**config.mk**
```make
export PLATFORM = sky130hd
export DESIGN_NAME = iir_direct_form_one_filter
export DESIGN_NICKNAME = d
export VERILOG_FILES = /design/src/rtl/iirdf1_pkg.sv /design/src/rtl/iir_direct_form_one_filter.sv /design/src/rtl/iirdf1_regs.sv /design/src/rtl/iirdf1_dp.sv /design/src/rtl/iirdf1_ctrl.sv
export SDC_FILE = /design/constraint.sdc
export NUM_CORES = 1
export LEC_CHECK = 0
export BUFFER_PORTS_ARGS = -buffer_cell sky130_fd_sc_hd__clkbuf_2
export CORE_MARGIN = 3
export CORE_UTILIZATION = 35
export CTS_CLUSTER_DIAMETER = 200
export DETAILED_ROUTE_END_ITERATION = 10
export PLACE_DENSITY = 0.61
export SLEW_MARGIN = 20
export SYNTH_ARGS = -nofsm -noshare
export SYNTH_HDL_FRONTEND = slang
export SYNTH_HIERARCHICAL = 1
export SYNTH_SLANG_ARGS = --single-unit
```
**constraint.sdc**
```tcl
create_clock -name clk -period 10.3 [get_ports clk]
set_input_delay 1.545 -clock clk [delete_from_list [all_inputs] [get_ports clk]]
set_output_delay 1.545 -clock clk [all_outputs]
set_load 0.05 [all_outputs]
```
**src/rtl/iirdf1_pkg.sv**
```systemverilog
// ----------------------------------------------------------------------------
// iirdf1_pkg
// Shared types and constants of the direct form I IIR filter.
// ----------------------------------------------------------------------------
package iirdf1_pkg;

	// Requested order, clamped into the range the history supports.
	localparam int FILTER_ORDER = 3;
	localparam int HIST_DEPTH   = 3;
	localparam int EFF_ORDER    = (FILTER_ORDER < 1) ? 1 :
	                              (FILTER_ORDER > HIST_DEPTH) ? HIST_DEPTH : FILTER_ORDER;

	// One product for b0, then one per b and one per a tap.
	localparam int NUM_TAPS = 1 + 2 * EFF_ORDER;
	localparam int TAP_W    = $clog2(NUM_TAPS);
	localparam int HIDX_W   = $clog2(HIST_DEPTH);

	localparam int SAMPLE_W = 16;
	localparam int PROD_W   = 32;
	localparam int ACC_W    = 36;
	localparam int FRAC_SH  = 14;
	localparam int YFULL_W  = ACC_W - FRAC_SH;

	// Opcodes of the input request.
	localparam logic OP_SAMPLE = 1'b0;
	localparam logic OP_CLEAR  = 1'b1;

	// Register map indexes.
	localparam int NUM_REGS = 7;
	localparam int REG_IDX_W = 3;
	localparam logic [REG_IDX_W-1:0] REG_NUM0 = 3'd0;
	localparam logic [REG_IDX_W-1:0] REG_NUM1 = 3'd1;
	localparam logic [REG_IDX_W-1:0] REG_NUM2 = 3'd2;
	localparam logic [REG_IDX_W-1:0] REG_NUM3 = 3'd3;
	localparam logic [REG_IDX_W-1:0] REG_DEN1 = 3'd4;
	localparam logic [REG_IDX_W-1:0] REG_DEN2 = 3'd5;
	localparam logic [REG_IDX_W-1:0] REG_DEN3 = 3'd6;

	localparam logic signed [15:0] NUM0_RESET = 16'sd16384;

	typedef logic signed [SAMPLE_W-1:0] sample_t;
	typedef logic signed [15:0]         coef_t;

	typedef struct packed {
		logic    opcode;
		sample_t sample_in;
	} in_req_t;

	typedef struct packed {
		sample_t sample_out;
		logic    saturated;
	} out_req_t;

	// num[0..3] = b0..b3, den[0..2] = a1..a3
	typedef struct packed {
		coef_t [3:0] num;
		coef_t [2:0] den;
	} coefs_t;

	// Commands from the controller to the datapath.
	typedef struct packed {
		logic             start;
		logic             clear_hist;
		logic             mac_en;
		logic [TAP_W-1:0] tap;
		logic             finish;
	} dp_cmd_t;

endpackage

```
**src/rtl/iir_direct_form_one_filter.sv**
```systemverilog
// ----------------------------------------------------------------------------
// iir_direct_form_one_filter
// Direct form I IIR filter, order up to three, Q1.15 samples, Q2.14 coefs.
// ----------------------------------------------------------------------------
// A sample request passes through an accept step in the idle state, a MAC
// phase in which the single shared 16x16 multiplier works through b0..bN and
// a1..aN, a drain step that adds the last product, and a final step that
// rounds, saturates and shifts the histories; only then is the next request
// accepted. A clear request is taken while idle, zeroes both histories and
// returns nothing. The result sits in an output register, so a following
// request is accepted while the previous result is still stalled; the block
// only waits at the final step if that register is still full.
// Coefficients are written over APB at byte address 4*i (b0..b3, a1..a3),
// already normalized by a0; write them only while the filter is idle.
// ----------------------------------------------------------------------------
module iir_direct_form_one_filter
	import iirdf1_pkg::*;
(
	input  logic        clk,
	input  logic        arst_n,
	// sample requests
	input  logic        req_valid,
	output logic        req_stall,
	input  in_req_t     req,
	// results
	output logic        rsp_valid,
	input  logic        rsp_stall,
	output out_req_t    rsp,
	// configuration
	input  logic        psel,
	input  logic        penable,
	input  logic        pwrite,
	input  logic [4:0]  paddr,
	input  logic [31:0] pwdata,
	output logic [31:0] prdata,
	output logic        pready
);

	coefs_t  coefs;
	dp_cmd_t cmd;

	// coefficient registers
	iirdf1_regs u_regs (
		.clk     (clk),
		.arst_n  (arst_n),
		.psel    (psel),
		.penable (penable),
		.pwrite  (pwrite),
		.paddr   (paddr),
		.pwdata  (pwdata),
		.prdata  (prdata),
		.pready  (pready),
		.coefs   (coefs)
	);

	// sequencer: tap counter, request and result handshakes
	iirdf1_ctrl u_ctrl (
		.clk        (clk),
		.arst_n     (arst_n),
		.req_valid  (req_valid),
		.req_opcode (req.opcode),
		.req_stall  (req_stall),
		.rsp_valid  (rsp_valid),
		.rsp_stall  (rsp_stall),
		.cmd        (cmd)
	);

	// multiply-accumulate datapath with histories and result register
	iirdf1_dp u_dp (
		.clk       (clk),
		.arst_n    (arst_n),
		.cmd       (cmd),
		.sample_in (req.sample_in),
		.coefs     (coefs),
		.rsp       (rsp)
	);

endmodule

```
**src/rtl/iirdf1_regs.sv**
```systemverilog
// ----------------------------------------------------------------------------
// iirdf1_regs
// APB coefficient register file.
// ----------------------------------------------------------------------------
module iirdf1_regs
	import iirdf1_pkg::*;
(
	input  logic        clk,
	input  logic        arst_n,
	input  logic        psel,
	input  logic        penable,
	input  logic        pwrite,
	input  logic [4:0]  paddr,
	input  logic [31:0] pwdata,
	output logic [31:0] prdata,
	output logic        pready,
	output coefs_t      coefs
);

	coefs_t coefs_q;
	logic [REG_IDX_W-1:0] idx;
	logic wr;

	assign idx    = paddr[4:2];
	assign wr     = psel & penable & pwrite;
	assign pready = 1'b1;
	assign coefs  = coefs_q;

	always_ff @(posedge clk or negedge arst_n) begin
		if (!arst_n) begin
			coefs_q.num[3:1] <= '0;
			coefs_q.num[0]   <= NUM0_RESET;
			coefs_q.den      <= '0;
		end else if (wr) begin
			case (idx)
				REG_NUM0: coefs_q.num[0] <= pwdata[15:0];
				REG_NUM1: coefs_q.num[1] <= pwdata[15:0];
				REG_NUM2: coefs_q.num[2] <= pwdata[15:0];
				REG_NUM3: coefs_q.num[3] <= pwdata[15:0];
				REG_DEN1: coefs_q.den[0] <= pwdata[15:0];
				REG_DEN2: coefs_q.den[1] <= pwdata[15:0];
				REG_DEN3: coefs_q.den[2] <= pwdata[15:0];
				default: ;  // unmapped: ignored
			endcase
		end
	end

	always_comb begin
		case (idx)
			REG_NUM0: prdata = {16'd0, coefs_q.num[0]};
			REG_NUM1: prdata = {16'd0, coefs_q.num[1]};
			REG_NUM2: prdata = {16'd0, coefs_q.num[2]};
			REG_NUM3: prdata = {16'd0, coefs_q.num[3]};
			REG_DEN1: prdata = {16'd0, coefs_q.den[0]};
			REG_DEN2: prdata = {16'd0, coefs_q.den[1]};
			REG_DEN3: prdata = {16'd0, coefs_q.den[2]};
			default:  prdata = 32'd0;
		endcase
	end

endmodule

```
**src/rtl/iirdf1_dp.sv**
```systemverilog
// ----------------------------------------------------------------------------
// iirdf1_dp
// Datapath: histories, shared multiplier, accumulator, round and saturate.
// ----------------------------------------------------------------------------
module iirdf1_dp
	import iirdf1_pkg::*;
(
	input  logic     clk,
	input  logic     arst_n,
	input  dp_cmd_t  cmd,
	input  sample_t  sample_in,
	input  coefs_t   coefs,
	output out_req_t rsp
);

	sample_t [HIST_DEPTH-1:0] xh_q;
	sample_t [HIST_DEPTH-1:0] yh_q;
	sample_t                  u_q;
	logic signed [ACC_W-1:0]  acc_q;
	logic signed [PROD_W-1:0] prod_s1;
	logic                     sub_s1;
	logic                     prod_valid_s1;
	out_req_t                 rsp_q;

	// operand select
	coef_t             op_coef;
	sample_t           op_data;
	logic              op_sub;
	logic [HIDX_W-1:0] hidx;

	always_comb begin
		hidx    = '0;
		op_coef = coefs.num[0];
		op_data = u_q;
		op_sub  = 1'b0;
		if (cmd.tap == '0) begin
			hidx = '0;
		end else if (cmd.tap <= TAP_W'(EFF_ORDER)) begin
			hidx    = HIDX_W'(cmd.tap - TAP_W'(1));
			op_coef = coefs.num[hidx + HIDX_W'(1)];
			op_data = xh_q[hidx];
		end else begin
			hidx    = HIDX_W'(cmd.tap - TAP_W'(1) - TAP_W'(EFF_ORDER));
			op_coef = coefs.den[hidx];
			op_data = yh_q[hidx];
			op_sub  = 1'b1;
		end
	end

	// multiply stage
	always_ff @(posedge clk or negedge arst_n) begin
		if (!arst_n) begin
			prod_valid_s1 <= 1'b0;
		end else begin
			prod_valid_s1 <= cmd.mac_en;
		end
	end

	always_ff @(posedge clk) begin
		if (cmd.mac_en) begin
			prod_s1 <= op_coef * op_data;
			sub_s1  <= op_sub;
		end
	end

	// accumulate stage
	logic signed [ACC_W-1:0] prod_ext;
	assign prod_ext = ACC_W'(prod_s1);

	always_ff @(posedge clk) begin
		if (cmd.start) begin
			u_q   <= sample_in;
			acc_q <= '0;
		end else if (prod_valid_s1) begin
			acc_q <= sub_s1 ? acc_q - prod_ext : acc_q + prod_ext;
		end
	end

	// round half up to Q1.15, then clip
	logic signed [ACC_W-1:0]   acc_rnd;
	logic signed [YFULL_W-1:0] y_full;
	sample_t                   y_sat;
	logic                      sat;

	assign acc_rnd = acc_q + ACC_W'(1 << (FRAC_SH - 1));
	assign y_full  = YFULL_W'(acc_rnd >>> FRAC_SH);

	always_comb begin
		if (y_full > YFULL_W'(32767)) begin
			y_sat = 16'sh7FFF;
			sat   = 1'b1;
		end else if (y_full < -YFULL_W'(32768)) begin
			y_sat = 16'sh8000;
			sat   = 1'b1;
		end else begin
			y_sat = y_full[SAMPLE_W-1:0];
			sat   = 1'b0;
		end
	end

	// histories
	always_ff @(posedge clk or negedge arst_n) begin
		if (!arst_n) begin
			xh_q <= '0;
			yh_q <= '0;
		end else if (cmd.clear_hist) begin
			xh_q <= '0;
			yh_q <= '0;
		end else if (cmd.finish) begin
			for (int i = 1; i < HIST_DEPTH; i++) begin
				if (i < EFF_ORDER) begin
					xh_q[i] <= xh_q[i-1];
					yh_q[i] <= yh_q[i-1];
				end
			end
			xh_q[0] <= u_q;
			yh_q[0] <= y_sat;
		end
	end

	// result register
	always_ff @(posedge clk) begin
		if (cmd.finish) begin
			rsp_q.sample_out <= y_sat;
			rsp_q.saturated  <= sat;
		end
	end

	assign rsp = rsp_q;

endmodule

```
**src/rtl/iirdf1_ctrl.sv**
```systemverilog
// ----------------------------------------------------------------------------
// iirdf1_ctrl
// Sequencer: steps the multiply-accumulate taps and owns the handshakes.
// ----------------------------------------------------------------------------
module iirdf1_ctrl
	import iirdf1_pkg::*;
(
	input  logic    clk,
	input  logic    arst_n,
	input  logic    req_valid,
	input  logic    req_opcode,
	output logic    req_stall,
	output logic    rsp_valid,
	input  logic    rsp_stall,
	output dp_cmd_t cmd
);

	typedef enum logic [3:0] {
		S_IDLE  = 4'b0001,
		S_MAC   = 4'b0010,
		S_DRAIN = 4'b0100,
		S_DONE  = 4'b1000
	} state_t;

	state_t           state_q, state_d;
	logic [TAP_W-1:0] tap_q, tap_d;
	logic             rsp_valid_q;
	logic             out_free;

	assign req_stall = (state_q != S_IDLE);
	assign rsp_valid = rsp_valid_q;
	assign out_free  = !rsp_valid_q || !rsp_stall;

	always_comb begin
		state_d        = state_q;
		tap_d          = tap_q;
		cmd            = '0;
		cmd.tap        = tap_q;
		case (state_q)
			S_IDLE: begin
				if (req_valid) begin
					if (req_opcode == OP_CLEAR) begin
						cmd.clear_hist = 1'b1;
					end else begin
						cmd.start = 1'b1;
						tap_d     = '0;
						state_d   = S_MAC;
					end
				end
			end
			S_MAC: begin
				cmd.mac_en = 1'b1;
				tap_d      = tap_q + TAP_W'(1);
				if (tap_q == TAP_W'(NUM_TAPS - 1)) begin
					state_d = S_DRAIN;
				end
			end
			S_DRAIN: begin
				state_d = S_DONE;
			end
			S_DONE: begin
				if (out_free) begin
					cmd.finish = 1'b1;
					state_d    = S_IDLE;
				end
			end
			default: begin
				state_d = S_IDLE;
			end
		endcase
	end

	always_ff @(posedge clk or negedge arst_n) begin
		if (!arst_n) begin
			state_q     <= S_IDLE;
			tap_q       <= '0;
			rsp_valid_q <= 1'b0;
		end else begin
			state_q <= state_d;
			tap_q   <= tap_d;
			if (cmd.finish) begin
				rsp_valid_q <= 1'b1;
			end else if (!rsp_stall) begin
				rsp_valid_q <= 1'b0;
			end
		end
	end

endmodule
```
==> results.sh <==
export IMPL_ff2ff_path_depth=28
export IMPL_grt_max_degree=97
export IMPL_r2r_end="u_dp/prod_s1[31]"
export IMPL_setup_violations=0
export IMPL_tritoncts="done"
export IMPL_vias=20100
export IMPL_tns_ns=0
export IMPL_cts_reportedPaths_clkPinSlew_ns=0.06
export IMPL_drive_gt1_share_pct=14.0
export IMPL_cp_slowest_cell="fa_1"
export IMPL_post_route_min_period_ns=9.16
export IMPL_holdPathEnd="u_dp/acc_q[0]"
export IMPL_synth_edf_count=66
export IMPL_synth_cells=2794
export IMPL_hold_depth=2
export IMPL_run_status="completed"
export IMPL_ys_flop_type="dfrtp_1"
export IMPL_fin_area_mm2=0.0304
export IMPL_rsz0062_at_grt="false"
export IMPL_ioPinCount=113
export IMPL_wirelength_mm=70.5
export IMPL_synth_area_mm2=0.0276
export IMPL_worstHoldStart="u_dp/acc_q[0]"
export IMPL_io_buffer_count=77
export IMPL_arrival_ns=9.44
export IMPL_wl_per_cell_um=18.1
export IMPL_antenna_left=0
export IMPL_post_cts_buffers=0
export IMPL_via_per_inst=5.16
export IMPL_grt_pass1_vias=20500
export IMPL_floorplan_initialDensity_pct=35.5
export IMPL_numCtsBuffers=36
export IMPL_finalClockSkew_ns=0.0173
export IMPL_synthToLayoutAreaGrowth_pct=9.99
export IMPL_cpMostUsedCell="fa_1"
export IMPL_synth_cell_type_count=83
export IMPL_crit_family="adder cells"
export IMPL_ys_top_cells_by_area="dfrtp_1 19%, fa_1 19%, edfxtp_1 7.2%"
export IMPL_dp_hpwl_mm=51.0
export IMPL_fp_coreArea_mm2=0.0778
export IMPL_slowest_delay_ns=0.55
export IMPL_grt_overflow=0
export IMPL_drt_iter0_drc=1377
export IMPL_post_synth_cell_area_avg_um2=9.89
export IMPL_final_hold_viol_count=0
export IMPL_synth_commonest_cells="356 x inv_1, 315 x nor2_1, 263 x fa_1, 217 x nand2_1, 215 x dfrtp_1"
export IMPL_fmax_ghz=0.109
export IMPL_die_area_mm2=0.0824
export IMPL_placed_cell_area_mm2=0.0292
export IMPL_hold_class="reg2reg"
export IMPL_grt_pass1_wl_mm=114
export IMPL_clockRootBuffer="clkbuf_16"
export IMPL_fp_dieH_um=287
export IMPL_critPathCaptureType="register"
export IMPL_cts_buffer_depth=3
export IMPL_ctsResizeCount=0
export IMPL_fin_crit_sh_pct=88.9
export IMPL_drc=0
export IMPL_worst_setup_path_start_kind="register"
export IMPL_rrSetupSlack_ns=1.14
export IMPL_async_flop_share_pct=68.0
export IMPL_clock_sinks=319
export IMPL_yosysWarnings=6
export IMPL_worstPathRequired_ns=10.58
export IMPL_grt_use_total_pct=17.4
export IMPL_worst_path_buf_inv=6
export IMPL_cp_depth=28
export IMPL_num_rows=102
export IMPL_worstMarginPinSlew_ns=1.17
export IMPL_ys_ff_latch=319
export IMPL_clk_latency_ns=0.55
export IMPL_nets=3279
export IMPL_synthMostInstantiatedCell="inv_1"
export IMPL_gp_congestion=0.842
export IMPL_num_fill_cells=7794
export IMPL_synth_top_area_share_pct=19.5
export IMPL_worstReg2RegStart="u_ctrl/tap_q[1]"
export IMPL_critical_path_class="reg2reg"
export IMPL_ys_seq_area_share_pct=29.4
export IMPL_worstPathMaxFanout=20
export IMPL_drv_cap=0
export IMPL_h_tree_depth=2
export IMPL_synth_top_area_cell="dfrtp_1"
export IMPL_slew_viol_final=0
export IMPL_relSlewSlack_pct=22.0
export IMPL_die_width_um=287
export IMPL_antenna_found_initial=1
export IMPL_dr_pass1_iters=6
export IMPL_hold_buffers=0
[flip-flops by register name, indices dropped and copies added (netlist names)]
register and count:
u_dp/prod_s1 32, u_dp/prod_valid_s1 1, u_dp/xh_q 48, u_dp/rsp 17
u_dp/sub_s1 1, u_regs/coefs 112, u_dp/acc_q 36, u_dp/yh_q 48
u_dp/u_q 16, u_ctrl/rsp_valid 1, u_ctrl/tap_q 3, u_ctrl/state_q 4
[tightest hold or removal path: stages, from the launching register on]
cell and delay (ns):
dfxtp_1 0.31, nor2_1 0.08, a211oi_1 0.04
[cells in the final DEF (no fill, tap or decap), types with 12 or more instances in the layout]
cell	count
ha_1	122
nor2b_1	29
inv_1	356
and3_1	12
conb_1	17
or2_2	14
mux2_2	139
a31oi_1	16
xor2_1	20
a221oi_1	19
xnor2_1	88
a311oi_2	15
nand3_1	21
o22ai_1	12
fa_1	263
a21oi_1	130
buf_4	54
mux2i_1	157
mux2_1	12
dfxtp_1	36
clkbuf_2	76
o211ai_1	12
o21ai_0	44
a21o_1	37
clkbuf_16	38
o221ai_1	18
edfxtp_1	66
o21a_1	27
and2_1	25
nand2b_1	37
nor2_1	314
nand2_1	217
nor3_1	26
dfrtp_1	214
[layer usage]
layer / vias up / part of all wire [%] / track usage [%]
met5: - / 0 / 0
met4: 0 / 2.5 / 4.74
met3: 105 / 5.4 / 2.56
met2: 464 / 47 / 28.2
met1: 10200 / 46 / 24.3
li1: 9361 / - / -
[kinds of logic (layout without fill, tap and decap cells)]
logic type                 Yosys count  after routing  share of synthesized area [%]
adders and majority gates          386            386                           24.6
DFF                                319            319                           29.4
xor gates and xnor gates           108            108                           3.42
muxes                              319            319                           12.7
other                                2             18                         0.0272
buffers and inverters              505            555                           7.28
and+or+nand+nor                    757            757                           12.5
AOI/OAI and AO/OA                  398            398                           10.0
[how the worst max path moves through the flow]
stage | from | to | slack, ns
3_3_place_gp | u_ctrl/tap_q[1] | u_dp/prod_s1[31] | 1.28
2_1_floorplan | u_ctrl/tap_q[0] | u_dp/prod_s1[31] | 2.14
6_report | u_ctrl/tap_q[1] | u_dp/prod_s1[31] | 1.14
3_5_place_dp | u_ctrl/tap_q[1] | u_dp/prod_s1[31] | 1.17
5_1_grt | u_ctrl/tap_q[1] | u_dp/prod_s1[31] | 0.69
4_1_cts | u_ctrl/tap_q[1] | u_dp/prod_s1[31] | 1.16
[area by class of cell]
type	instances	area [µm²]	area share [%]
multi-input combinational	1985	17600	57.9
sequential	319	8140	26.8
inverter	357	1340	4.41
tap	1040	1300	4.28
clock buffer	50	1030	3.38
timing repair buffer	133	848	2.79
clock inverter	15	148	0.486
antenna	1	2.50	0.00823
[metrics by stage]
stage	utilization [%]	hold slack [ns]	cells	setup slack, ns
after global routing	39.0	0.512	3900	0.686
final	39.0	0.482	3900	1.14
after detailed placement	37.5	0.474	3833	1.17
after global placement	37.5	0.466	3833	1.28
after CTS	39.0	0.483	3898	1.16
after floorplan	-	0.456	2809	2.14
Power is not shown: default switching activity piles up to over one toggle a cycle in this logic, so the estimate is an artifact.
